[config.mk]
export PLATFORM = sky130hd
export DESIGN_NAME = turtle_plotter_canvas
export DESIGN_NICKNAME = d
export VERILOG_FILES = /design/src/hw/rtl/tpc_pkg.sv /design/src/hw/rtl/turtle_plotter_canvas.sv /design/src/hw/rtl/tpc_canvas_mem.sv /design/src/hw/rtl/tpc_pen.sv /design/src/hw/rtl/tpc_seq.sv
export SDC_FILE = /design/constraint.sdc
export NUM_CORES = 1
export LEC_CHECK = 0
export ABC_AREA = 1
export BUFFER_PORTS_ARGS = -buffer_cell sky130_fd_sc_hd__buf_2
export CORE_MARGIN = 2
export CORE_UTILIZATION = 35
export CTS_BUF_LIST = sky130_fd_sc_hd__clkbuf_16
export DETAILED_ROUTE_END_ITERATION = 8
export GPL_ROUTABILITY_DRIVEN = 0
export GPL_TIMING_DRIVEN = 0
export SLEW_MARGIN = 20
export SYNTH_ARGS = -nofsm -noshare
export SYNTH_HDL_FRONTEND = slang
export SYNTH_SLANG_ARGS = --single-unit
[constraint.sdc]
create_clock -name i_clk -period 8.9 [get_ports i_clk]
set_clock_uncertainty 0.1 [all_clocks]
set_input_delay 0.445 -clock i_clk [delete_from_list [all_inputs] [get_ports i_clk]]
set_output_delay 0.445 -clock i_clk [all_outputs]
set_load 0.1 [all_outputs]
[src/hw/rtl/tpc_pkg.sv]
`default_nettype none

package tpc_pkg;

    // position fields and canvas rows carry at most this many cells
    localparam int GRID_MAX      = 32;
    localparam int GRID_SIZE_DEF = 32;
    localparam int POS_W         = 5;
    localparam int ROW_W         = 32;

    typedef enum logic [2:0] {
        OP_PEN_UP   = 3'd0,
        OP_PEN_DOWN = 3'd1,
        OP_TURN_R   = 3'd2,
        OP_TURN_L   = 3'd3,
        OP_MOVE     = 3'd4,
        OP_READ     = 3'd5
    } t_op;

    typedef enum logic [1:0] {
        STS_OK  = 2'd0,
        STS_OOB = 2'd1,
        STS_BAD = 2'd2
    } t_status;

    typedef enum logic [1:0] {
        DIR_N = 2'd0,
        DIR_E = 2'd1,
        DIR_S = 2'd2,
        DIR_W = 2'd3
    } t_dir;

    typedef enum logic [1:0] {
        ST_IDLE,
        ST_EXEC,
        ST_INK,
        ST_READ
    } t_state;

    typedef struct packed {
        logic [2:0] opcode;
        logic [4:0] distance;
    } t_in_item;

    typedef struct packed {
        logic [1:0]       status;
        logic [POS_W-1:0] x_pos;
        logic [POS_W-1:0] y_pos;
        logic [1:0]       heading;
        logic             pen_is_down;
        logic [POS_W-1:0] row_index;
        logic [ROW_W-1:0] row_bits;
        logic             last;
    } t_out_item;

    typedef struct packed {
        logic [POS_W-1:0] col;
        logic [POS_W-1:0] row;
        t_dir             dir;
        logic             down;
    } t_pen;

    // what a command does to the canvas: a rectangle of rows and a column mask
    typedef struct packed {
        t_status          status;
        logic             ink;
        logic [POS_W-1:0] row_lo;
        logic [POS_W-1:0] row_hi;
        logic [ROW_W-1:0] mask;
    } t_plan;

    typedef struct packed {
        logic rd_en;
        logic wr_en;
    } t_mem_ctl;

    function automatic int grid_eff(input int g);
        return (g > GRID_MAX) ? GRID_MAX : g;
    endfunction

endpackage

`default_nettype wire

[src/hw/rtl/turtle_plotter_canvas.sv]
// turtle plotter over a square one-bit canvas of GRID_SIZE cells a side (at most 32)
// input channel: i_in_valid / o_in_ready carrying opcode and distance; one item is
// taken whenever the block is idle, even while a result still sits in the output
// register. output channel: o_out_valid / i_out_ready carrying the status, pen
// position, heading, pen state and, for a read, one canvas row with its index.
// pen, turn, invalid, rejected and pen-up moves: one result, loaded from EXEC once the output is free.
// pen-down move: the canvas rows it covers go through a read-modify-write on the
// row memory, one row a cycle pipelined; one result at the end.
// read canvas: one result per row, rows 0 upward, last set on the final row; the
// row memory read port gives one row a cycle while the receiver keeps up.
// the next item is taken the cycle after the previous command's final result is
// loaded into the output register.
// when the receiver stalls, the result holds in the output register and a read
// pauses with the next row held in the memory output register.
// reset (synchronous, active low): pen at column 0 row 0, heading south, pen up,
// canvas blank through per-row valid flags, so items are taken straight away.
`default_nettype none

module turtle_plotter_canvas import tpc_pkg::*; #(
    parameter int GRID_SIZE = GRID_SIZE_DEF
) (
    input  wire logic      i_clk,
    input  wire logic      i_rst_n,
    input  wire logic      i_in_valid,
    output logic           o_in_ready,
    input  wire t_in_item  i_in_item,
    output logic           o_out_valid,
    input  wire logic      i_out_ready,
    output t_out_item      o_out_item
);

    localparam int ROWS = grid_eff(GRID_SIZE);
    localparam int AW   = $clog2(ROWS);

    logic [2:0]      op;
    logic [4:0]      cmd_dist;
    logic            commit;
    t_pen            pen_cur;
    t_pen            pen_next;
    t_plan           plan;
    t_mem_ctl        mem_ctl;
    logic [AW-1:0]   rd_addr;
    logic [AW-1:0]   wr_addr;
    logic [ROWS-1:0] wr_data;
    logic [ROWS-1:0] rd_data;

    tpc_pen #(
        .GRID_SIZE (GRID_SIZE)
    ) u_pen (
        .i_clk    (i_clk),
        .i_rst_n  (i_rst_n),
        .i_op     (op),
        .i_dist   (cmd_dist),
        .i_commit (commit),
        .o_cur    (pen_cur),
        .o_next   (pen_next),
        .o_plan   (plan)
    );

    tpc_canvas_mem #(
        .GRID_SIZE (GRID_SIZE)
    ) u_mem (
        .i_clk     (i_clk),
        .i_rst_n   (i_rst_n),
        .i_ctl     (mem_ctl),
        .i_rd_addr (rd_addr),
        .i_wr_addr (wr_addr),
        .i_wr_data (wr_data),
        .o_rd_data (rd_data)
    );

    tpc_seq #(
        .GRID_SIZE (GRID_SIZE)
    ) u_seq (
        .i_clk       (i_clk),
        .i_rst_n     (i_rst_n),
        .i_in_valid  (i_in_valid),
        .o_in_ready  (o_in_ready),
        .i_in_item   (i_in_item),
        .o_out_valid (o_out_valid),
        .i_out_ready (i_out_ready),
        .o_out_item  (o_out_item),
        .o_op        (op),
        .o_dist      (cmd_dist),
        .o_commit    (commit),
        .i_cur       (pen_cur),
        .i_next      (pen_next),
        .i_plan      (plan),
        .o_mem_ctl   (mem_ctl),
        .o_rd_addr   (rd_addr),
        .o_wr_addr   (wr_addr),
        .o_wr_data   (wr_data),
        .i_rd_data   (rd_data)
    );

`ifndef SYNTHESIS
    a_no_same_row_rw: assert property (@(posedge i_clk) disable iff (!i_rst_n)
        (mem_ctl.rd_en && mem_ctl.wr_en) |-> (rd_addr != wr_addr))
        else $error("canvas row read and written in the same cycle");

    a_pen_on_grid: assert property (@(posedge i_clk) disable iff (!i_rst_n)
        o_out_valid |-> (o_out_item.x_pos < ROWS) && (o_out_item.y_pos < ROWS))
        else $error("pen position off the grid");

    a_one_cmd_at_a_time: assert property (@(posedge i_clk) disable iff (!i_rst_n)
        (i_in_valid && o_in_ready) |=> !o_in_ready)
        else $error("new item taken while a command is in progress");

    a_error_is_last: assert property (@(posedge i_clk) disable iff (!i_rst_n)
        (o_out_valid && (o_out_item.status != STS_OK)) |-> o_out_item.last)
        else $error("rejected command gave more than one result");
`endif

endmodule

`default_nettype wire

[src/hw/rtl/tpc_canvas_mem.sv]
`default_nettype none

module tpc_canvas_mem import tpc_pkg::*; #(
    parameter int GRID_SIZE = GRID_SIZE_DEF
) (
    input  wire logic                                   i_clk,
    input  wire logic                                   i_rst_n,
    input  wire t_mem_ctl                               i_ctl,
    input  wire logic [$clog2(grid_eff(GRID_SIZE))-1:0] i_rd_addr,
    input  wire logic [$clog2(grid_eff(GRID_SIZE))-1:0] i_wr_addr,
    input  wire logic [grid_eff(GRID_SIZE)-1:0]         i_wr_data,
    output logic      [grid_eff(GRID_SIZE)-1:0]         o_rd_data
);

    localparam int ROWS = grid_eff(GRID_SIZE);
    localparam int COLS = ROWS;

    logic [COLS-1:0] r_mem [ROWS];
    logic [ROWS-1:0] r_vld;
    logic [COLS-1:0] r_rd_data;
    logic            r_rd_vld;

    always_ff @(posedge i_clk) begin
        if (i_ctl.wr_en) begin
            r_mem[i_wr_addr] <= i_wr_data;
        end
        if (i_ctl.rd_en) begin
            r_rd_data <= r_mem[i_rd_addr];
            r_rd_vld  <= r_vld[i_rd_addr];
        end
    end

    // rows never written since reset read as blank
    always_ff @(posedge i_clk) begin
        if (!i_rst_n) begin
            r_vld <= '0;
        end else if (i_ctl.wr_en) begin
            r_vld[i_wr_addr] <= 1'b1;
        end
    end

    assign o_rd_data = r_rd_vld ? r_rd_data : '0;

endmodule

`default_nettype wire

[src/hw/rtl/tpc_pen.sv]
`default_nettype none

module tpc_pen import tpc_pkg::*; #(
    parameter int GRID_SIZE = GRID_SIZE_DEF
) (
    input  wire logic       i_clk,
    input  wire logic       i_rst_n,
    input  wire logic [2:0] i_op,
    input  wire logic [4:0] i_dist,
    input  wire logic       i_commit,
    output t_pen            o_cur,
    output t_pen            o_next,
    output t_plan           o_plan
);

    localparam int             GRID_EFF = grid_eff(GRID_SIZE);
    localparam logic [POS_W:0] LIM      = (POS_W+1)'(GRID_EFF - 1);

    t_pen             r_pen;
    t_pen             n_pen;
    logic [POS_W:0]   col_x;
    logic [POS_W:0]   row_x;
    logic [POS_W:0]   dist_x;
    logic [POS_W:0]   sum_col;
    logic [POS_W:0]   sum_row;
    logic             oob;
    logic [POS_W-1:0] new_col;
    logic [POS_W-1:0] new_row;
    logic [POS_W-1:0] col_lo;
    logic [POS_W-1:0] col_hi;
    logic [POS_W-1:0] row_lo;
    logic [POS_W-1:0] row_hi;
    t_status          sts;
    logic             ink;
    logic [ROW_W-1:0] mask;

    assign col_x   = {1'b0, r_pen.col};
    assign row_x   = {1'b0, r_pen.row};
    assign dist_x  = {1'b0, i_dist};
    assign sum_col = col_x + dist_x;
    assign sum_row = row_x + dist_x;

    // bounds check and end point of a move
    always_comb begin
        oob     = 1'b0;
        new_col = r_pen.col;
        new_row = r_pen.row;
        col_lo  = r_pen.col;
        col_hi  = r_pen.col;
        row_lo  = r_pen.row;
        row_hi  = r_pen.row;
        case (r_pen.dir)
            DIR_N: begin
                oob     = dist_x > row_x;
                new_row = POS_W'(row_x - dist_x);
                row_lo  = new_row;
            end
            DIR_E: begin
                oob     = sum_col > LIM;
                new_col = POS_W'(sum_col);
                col_hi  = new_col;
            end
            DIR_S: begin
                oob     = sum_row > LIM;
                new_row = POS_W'(sum_row);
                row_hi  = new_row;
            end
            DIR_W: begin
                oob     = dist_x > col_x;
                new_col = POS_W'(col_x - dist_x);
                col_lo  = new_col;
            end
            default: begin
                oob = 1'b0;
            end
        endcase
    end

    always_comb begin
        n_pen = r_pen;
        sts   = STS_OK;
        case (i_op)
            OP_PEN_UP:   n_pen.down = 1'b0;
            OP_PEN_DOWN: n_pen.down = 1'b1;
            OP_TURN_R:   n_pen.dir  = t_dir'(2'(r_pen.dir + 2'd1));
            OP_TURN_L:   n_pen.dir  = t_dir'(2'(r_pen.dir + 2'd3));
            OP_MOVE: begin
                if (oob) begin
                    sts = STS_OOB;
                end else begin
                    n_pen.col = new_col;
                    n_pen.row = new_row;
                end
            end
            OP_READ: n_pen = r_pen;
            default: sts = STS_BAD;
        endcase
    end

    assign ink  = (i_op == OP_MOVE) && !oob && r_pen.down;
    assign mask = ({ROW_W{1'b1}} << col_lo)
                & ({ROW_W{1'b1}} >> (POS_W'(ROW_W - 1) - col_hi));

    assign o_plan = '{status: sts, ink: ink, row_lo: row_lo, row_hi: row_hi, mask: mask};

    always_ff @(posedge i_clk) begin
        if (!i_rst_n) begin
            r_pen.col  <= '0;
            r_pen.row  <= '0;
            r_pen.dir  <= DIR_S;
            r_pen.down <= 1'b0;
        end else if (i_commit) begin
            r_pen <= n_pen;
        end
    end

    assign o_cur  = r_pen;
    assign o_next = n_pen;

endmodule

`default_nettype wire

[src/hw/rtl/tpc_seq.sv]
`default_nettype none

module tpc_seq import tpc_pkg::*; #(
    parameter int GRID_SIZE = GRID_SIZE_DEF
) (
    input  wire logic                                   i_clk,
    input  wire logic                                   i_rst_n,
    input  wire logic                                   i_in_valid,
    output logic                                        o_in_ready,
    input  wire t_in_item                               i_in_item,
    output logic                                        o_out_valid,
    input  wire logic                                   i_out_ready,
    output t_out_item                                   o_out_item,
    output logic      [2:0]                             o_op,
    output logic      [4:0]                             o_dist,
    output logic                                        o_commit,
    input  wire t_pen                                   i_cur,
    input  wire t_pen                                   i_next,
    input  wire t_plan                                  i_plan,
    output t_mem_ctl                                    o_mem_ctl,
    output logic      [$clog2(grid_eff(GRID_SIZE))-1:0] o_rd_addr,
    output logic      [$clog2(grid_eff(GRID_SIZE))-1:0] o_wr_addr,
    output logic      [grid_eff(GRID_SIZE)-1:0]         o_wr_data,
    input  wire logic [grid_eff(GRID_SIZE)-1:0]         i_rd_data
);

    localparam int ROWS = grid_eff(GRID_SIZE);
    localparam int COLS = ROWS;
    localparam int AW   = $clog2(ROWS);

    t_state          r_state;
    t_state          n_state;
    logic [2:0]      r_op;
    logic [4:0]      r_dist;
    logic [AW-1:0]   r_row;
    logic [AW-1:0]   n_row;
    logic [AW-1:0]   r_row_end;
    logic [AW-1:0]   n_row_end;
    logic            r_more;
    logic            n_more;
    logic            r_rd_pend;
    logic            n_rd_pend;
    logic [AW-1:0]   r_rd_row;
    logic [AW-1:0]   n_rd_row;
    logic [COLS-1:0] r_mask;
    logic [COLS-1:0] n_mask;
    logic            r_out_valid;
    logic            n_out_valid;
    t_out_item       r_out;
    t_out_item       n_out;
    logic            out_free;
    logic            out_load;
    logic            rd_last;
    logic            accept;

    function automatic t_out_item make_result(input t_status sts, input t_pen pen,
                                              input logic [POS_W-1:0] ridx,
                                              input logic [ROW_W-1:0] rbits,
                                              input logic lst);
        t_out_item res;
        res.status      = sts;
        res.x_pos       = pen.col;
        res.y_pos       = pen.row;
        res.heading     = pen.dir;
        res.pen_is_down = pen.down;
        res.row_index   = ridx;
        res.row_bits    = rbits;
        res.last        = lst;
        return res;
    endfunction

    assign o_in_ready = (r_state == ST_IDLE);
    assign accept     = i_in_valid && o_in_ready;
    assign out_free   = !r_out_valid || i_out_ready;
    assign rd_last    = (r_rd_row == AW'(ROWS - 1));

    always_comb begin
        n_state = r_state;
        case (r_state)
            ST_IDLE: begin
                if (i_in_valid) n_state = ST_EXEC;
            end
            ST_EXEC: begin
                if (r_op == OP_READ) begin
                    n_state = ST_READ;
                end else if (i_plan.ink) begin
                    n_state = ST_INK;
                end else if (out_free) begin
                    n_state = ST_IDLE;
                end
            end
            ST_INK: begin
                if (!r_more && !r_rd_pend && out_free) n_state = ST_IDLE;
            end
            ST_READ: begin
                if (out_load && rd_last) n_state = ST_IDLE;
            end
            default: n_state = ST_IDLE;
        endcase
    end

    always_comb begin
        o_mem_ctl = '0;
        o_commit  = 1'b0;
        out_load  = 1'b0;
        n_out     = r_out;
        n_row     = r_row;
        n_row_end = r_row_end;
        n_more    = r_more;
        n_mask    = r_mask;
        case (r_state)
            ST_EXEC: begin
                if (r_op == OP_READ) begin
                    n_row     = '0;
                    n_row_end = AW'(ROWS - 1);
                    n_more    = 1'b1;
                end else if (i_plan.ink) begin
                    // pen moves now, the rows are inked over the next cycles
                    o_commit  = 1'b1;
                    n_row     = AW'(i_plan.row_lo);
                    n_row_end = AW'(i_plan.row_hi);
                    n_mask    = COLS'(i_plan.mask);
                    n_more    = 1'b1;
                end else if (out_free) begin
                    o_commit = 1'b1;
                    out_load = 1'b1;
                    n_out    = make_result(i_plan.status, i_next, '0, '0, 1'b1);
                end
            end
            ST_INK: begin
                // read row r while row r-1 is written back
                o_mem_ctl.rd_en = r_more;
                o_mem_ctl.wr_en = r_rd_pend;
                if (!r_more && !r_rd_pend && out_free) begin
                    out_load = 1'b1;
                    n_out    = make_result(STS_OK, i_cur, '0, '0, 1'b1);
                end
            end
            ST_READ: begin
                // read data waits in the memory output until the result slot frees
                o_mem_ctl.rd_en = r_more && (!r_rd_pend || out_free);
                if (r_rd_pend && out_free) begin
                    out_load = 1'b1;
                    n_out    = make_result(STS_OK, i_cur, POS_W'(r_rd_row),
                                           ROW_W'(i_rd_data), rd_last);
                end
            end
            default: begin
                out_load = 1'b0;
            end
        endcase
        if (o_mem_ctl.rd_en) begin
            n_row  = AW'(r_row + 1'b1);
            n_more = (r_row != r_row_end);
        end
        n_rd_pend   = o_mem_ctl.rd_en
                    || (r_rd_pend && (r_state == ST_READ) && !out_load);
        n_rd_row    = o_mem_ctl.rd_en ? r_row : r_rd_row;
        n_out_valid = out_load || (r_out_valid && !i_out_ready);
    end

    assign o_rd_addr = r_row;
    assign o_wr_addr = r_rd_row;
    assign o_wr_data = i_rd_data | r_mask;

    always_ff @(posedge i_clk) begin
        if (!i_rst_n) begin
            r_state     <= ST_IDLE;
            r_more      <= 1'b0;
            r_rd_pend   <= 1'b0;
            r_out_valid <= 1'b0;
        end else begin
            r_state     <= n_state;
            r_more      <= n_more;
            r_rd_pend   <= n_rd_pend;
            r_out_valid <= n_out_valid;
        end
    end

    always_ff @(posedge i_clk) begin
        if (accept) begin
            r_op   <= i_in_item.opcode;
            r_dist <= i_in_item.distance;
        end
        r_row     <= n_row;
        r_row_end <= n_row_end;
        r_rd_row  <= n_rd_row;
        r_mask    <= n_mask;
        r_out     <= n_out;
    end

    assign o_op        = r_op;
    assign o_dist      = r_dist;
    assign o_out_valid = r_out_valid;
    assign o_out_item  = r_out;

endmodule

`default_nettype wire
# Word level (Yosys, flattened, before mapping)
# Memory sizes are Yosys's and may differ from the RTL's. A register that Yosys moved wholly into a read port is not among the register bits.
# Index checks and enable logic that the tools add are counted.
# classes
n_eq_ne	21
mux	53
n_shift	2
multipliers	0
n_div	0
order_cmp	7
n_bitwise	4
n_reduce_logical	35
addsub	8
# op_table
operator	n
53-bit two-way mux	5
53-bit case mux with 3 select lines	1
32-bit bitwise OR	2
5-bit two-way mux	9
32-bit bitwise AND	1
32-bit two-way mux	1
32-bit by 5-bit left shift with 32-bit output (first input constant)	1
32-bit by 5-bit >> shifter with 32-bit output (first input constant)	1
10-bit two-way mux	2
5-bit case mux with 2 select lines	2
1-bit two-way mux	18
5-bit by 5-bit adder with 6-bit output	2
6-bit by 5-bit > comparator with 1-bit output (second input constant)	2
1-bit logical AND	12
5-bit by 6-bit less-than comparator with 1-bit output (second input constant)	2
2-bit two-way mux	6
5-bit > comparator	2
5-bit subtractor	2
2-bit == test (second input constant)	4
2-bit by 1-bit != test with 1-bit output (second input constant)	4
2-bit case mux with 2 select lines	2
2-bit case mux with 4 select lines	1
3-bit by 2-bit == test with 1-bit output (second input constant)	2
3-bit == test (second input constant)	2
28 further kinds	44
# totals
mem_bits_ro	0
latchBits	0
memories	1
inputBits	12
register_bits	159
ram_bits	1024
word_cells	155
out_inout_bits	55
# mem_list
name	words	word_bits	read_ports	rd_ports_with_merged_regs	write_ports	line	text
u_mem.r_mem	32	32	1	1	1	tpc_canvas_mem.sv:18	logic [COLS-1:0] r_mem [ROWS];

# Depth between registers and ports, before layout
# logic_depth
word_depth	12
mapped_depth	17
depth_no_buf	17

# Cells and area by module
# From an unflattened synthesis, not the netlist that was laid out.
# hier_totals
cells_unflattened	4601
hier_area_um2	51330.5
# modules_own_cells
mod	area_each_um2	instances	seq_area_each_um2	cells_each
tpc_canvas_mem	44331.3	1	32381.1	3800
tpc_seq	4518.1	1	3343.2	368
tpc_pen	2481.1	1	260.2	433

# Least setup slack after synthesis
# No wires, ideal clock.
# synth_timing
path_kind	register to register
start	register u_seq.r_out_valid (netlist: u_seq.o_out_valid)
end	register u_seq.r_row[0] (netlist: u_seq.o_rd_addr[0]), enable pin
period_less_slack_ns	4.106
setup_slack_ns	4.794
path_buffers	0
setup_time_ns	0.326
stages_incl_launch_ff	6
arrival_time_ns	3.680
t_required_ns	8.474
path_cell_list	dfxtp_1 inv_1 nor2_1 a31oi_1 inv_1 nand3_1
# synth_rtl
item	line	text
start, declared	tpc_seq.sv:47	logic r_out_valid;
start signal, assigned	tpc_seq.sv:176	r_out_valid <= n_out_valid;
end signal, assigned	tpc_seq.sv:185	r_row <= n_row;
end, declared	tpc_seq.sv:35	logic [AW-1:0] r_row;

==> impl_results.md <==
- Status: finished, final reports clean
- Reg-to-reg setup timing slack: 4.92 ns
- Global-route wire length before repair: 232000 µm
- Port Buf Inserts: 66
- Slew @ Worst Pin: 1.14 ns
- Final setup TNS: 0 ns
- Proportion of layout cells with a drive suffix above 1: 11.3%
- Worst hold path class: in2reg
- Final-report hold violation count: 0
- Number of synthesized flops with an enable pin: 1165
- Global Route Usage Sum: 22.7%
- Die W: 377 µm
- F_max: 251 MHz
- Max_cap viols: 0
- Setup crit end kind: flip-flop
- Met2 Routed Length: 73000 µm
- Final setup vio count: 0
- Seq pwr share: 50.5%
- Reg-to-reg endpoint: u_mem.r_rd_data[19]
- # rows: 136
- Die ar.: 0.142 mm²
- Core area: 0.138 mm²
- Synthesized netlist net count: 3856
- Min setup slack post-route: 4.92 ns
- Detailed placement HPWL: 115000 µm
- Max-Slew Margin vs Limit: 23.9%
- DRC Markers: 0
- Yosys warns: 0
- Minimum clock period: 3.98 ns
- Leak: 18.9 nW
- Slew Viols, Final: 0
- WL per Instance: 27.5 µm
- Cells on Worst Hold Path: 4
- Initial antenna violation count: 10
- Setup CP Type: reg2reg
- CTS root buf: clkbuf_16
- P_int: 9.21 mW
- Starting DRT DRC Count: 5250
- CTS tree: yes
- CTS sink count: 1215
- Top Layer Used: met5
- Clk pwr share: 38.6%
- Number of synthesized register bits: 1215
- Sw Ratio: 26.7%
- FF-to-FF Start: u_seq.o_rd_addr[1]
- Pwr dens: 218 mW/mm²
- RSZ-0062 raised after global routing: no
- Synth Cell Area: 0.0486 mm²
- Initial Util: 35.3%
- WP data arrival: 4.48 ns
- Final worst-path cycle share: 44.7%
- Area Growth Syn to Fin: 18.4%
- Hold EP: u_seq.r_rd_pend
- Register area share after synthesis: 74.0%
- Synth area leaders: edfxtp_1 (72%), o21ai_0 (5.8%), nor2_1 (5.5%)
- Unique masters post-synth: 43
- Worst Path Required: 9.40 ns
- Min-delay src: i_out_ready
- Post-route ant nets: 0
- CTS Buf Count: 121
- FF-to-FF path depth: 10
- CTS clock-pin slew for the worst setup and hold paths: 0.06 ns
- Peak supply drop: 0.164 mV
- Tot Pwr: 12.6 mW
- Worst skew pair latency: 0.73 ns
- P_sw: 3.35 mW
- Post-synth ARST share: 0%
- Post-CTS Setup Inserts: 0
- H-tree depth: 3
- Post-CTS sizing: 0
- Post-synth top flop: edfxtp_1
- Worst slack, placed: 5.17 ns
- Total Wirelength: 165000 µm
- Total grt overflow: 0
- DR vias/cell: 5.71
- Maximum clock path buffer count: 3
- Yosys top cell by area: edfxtp_1
- Mean Syn Cell Area: 12.7 µm²
- Post-Syn Instances: 3819
- DR pass1 iterations: 6
- Crit Path Max Fanout: 10
- Type of origin of the critical path: flip-flop
- Comb pwr share: 10.9%
- Top cell type's share of synthesized area: 71.9%
- Number of global-route vias before repair: 32300
- Met3 Routed Length: 18900 µm
- Vias: 34200
- Die H: 377 µm
- Pin count of the biggest net entering global routing: 55
- Final-stage net count: 4132
- I/O pin total: 67
- Metal-1 WL: 63600 µm
==> layout make-up <==
cell class	count	area, µm²
Antenna cell	1	2.50
Buffer	244	1030
Clock buffer	123	3080
Clock inverter	102	643
Fill cell	12500	80100
Inverter	161	604
Multi-Input combinational cell	2199	11600
Sequential cell	1215	36000
Tap cell	1794	2240
Timing Repair Buffer	153	2330
==> critical path, stage by stage, from the launching register on <==
cell and delay [ns]:
edfxtp_1 0.41, buf_2 0.33, inv_1 0.13, clkbuf_1 0.77, clkbuf_1 0.44, o21ai_0 0.16, o221ai_1 0.43, nand3_1 0.47
nand4_1 0.25, o21ai_1 0.22, inv_1 0.12
==> Yosys cell counts, types with 4 or more instances <==
cell and number:
a211oi_1 10, a21oi_1 41, a31oi_1 11, buf_1 13, buf_2 50, buf_4 5
buf_6 4, clkbuf_1 172, dfxtp_1 50, edfxtp_1 1165, fa_1 4, ha_1 21
inv_1 148, inv_2 10, nand2_1 254, nand2_2 5, nand3_1 84, nand4_1 37
nor2_1 713, nor2_4 4, nor3_1 48, o211ai_1 33, o21ai_0 567, o21ai_1 37
o21bai_1 33, o221ai_1 102, o22ai_1 164, xor2_1 6
==> repair_timing <==
item | CTS | global route
endpoints found under the setup margin | 0 | 0
hold buffers | 10 | 0
hold endpoints to repair | 14 | 0
==> power by group through the flow <==
stage	Combinational (mW)	Clock, mW	Sequential, mW
after CTS	1.35	4.86	6.34
after global routing	1.45	5.08	6.35
after global placement	1.32	0	6.47
after detailed placement	1.34	0	6.46
after floorplan	0.573	0	6.81
final	1.37	4.85	6.34
==> logic make-up after synthesis <==
family / count (synthesis) / share of synthesized area [%]
AO/OA/AOI/OAI: 1014 / 12.2
adder cells (fa/ha/maj): 25 / 0.705
flip-flops: 1215 / 74.0
buffers and inverters: 405 / 3.36
XOR/XNOR: 8 / 0.144
AND/OR/NAND/NOR: 1152 / 9.58
==> registers in the layout, summed over array words and instances, names as in the netlist, 2 cells and up <==
register / count
u_seq.o_out_item: 53
u_seq.r_mask: 32
u_seq.r_state: 2
u_seq.o_wr_addr: 5
u_seq.o_dist: 5
u_pen.o_cur: 13
u_mem.r_vld: 32
u_mem.r_rd_data: 32
u_mem.r_mem: 1024
u_seq.o_op: 3
u_seq.r_row_end: 5
u_seq.o_rd_addr: 5
==> placed cells by master (no fill, tap or decap), types with 5 or more instances in the layout <==
cell	count
clkinv_1	29
o21bai_4	32
buf_1	12
nor2_4	36
inv_1	176
buf_16	48
clkinvlp_4	8
a211oi_1	10
buf_12	29
a21oi_1	41
o21ai_1	37
nand4_1	37
nand2_2	5
nand3_1	84
nor3_1	48
clkinv_2	26
buf_4	5
o21ai_0	567
nor2_1	681
edfxtp_1	1165
buf_2	116
clkbuf_16	123
o221ai_1	102
dlygate4sd3_1	10
xor2_1	6
bufinv_16	5
a31oi_1	10
clkbuf_1	169
inv_2	11
ha_1	21
nand2_1	253
dfxtp_1	50
o211ai_1	33
o22ai_1	164
==> through the flow <==
| step | hold slack, ns | cell area, µm² | std cells | util, % |
|---|---|---|---|---|
| floorplan | 0.321 | 48600 | 3819 | - |
| global placement | 0.331 | 51200 | 5679 | 37.2 |
| detailed placement | 0.350 | 53700 | 5756 | 39.0 |
| CTS | 0.0639 | 57500 | 5991 | 41.8 |
| global route | 0.123 | 57500 | 5991 | 41.8 |
| finish | 0.0905 | 57600 | 5992 | 41.8 |
==> worst max path at each step <==
stage | startpoint | to
final | u_seq.o_rd_addr[1] | u_mem.r_rd_data[19]
after floorplan | u_seq.o_out_valid | u_seq.o_rd_addr[0]
after detailed placement | u_seq.o_rd_addr[2] | u_mem.r_rd_data[19]
after CTS | u_seq.o_rd_addr[1] | u_mem.r_rd_data[19]
after global routing | u_seq.o_rd_addr[1] | u_mem.r_rd_data[19]
after global placement | u_seq.r_state[1] | u_mem.r_mem[0][20]
==> routing by layer <==
layer / GRT usage (%) / vias up
li1: - / 14700
met1: 30.6 / 17000
met2: 34.6 / 2129
met3: 5.25 / 412
met4: 11.1 / 8
met5: 0 / -
Power figures use the tool's default switching activity.
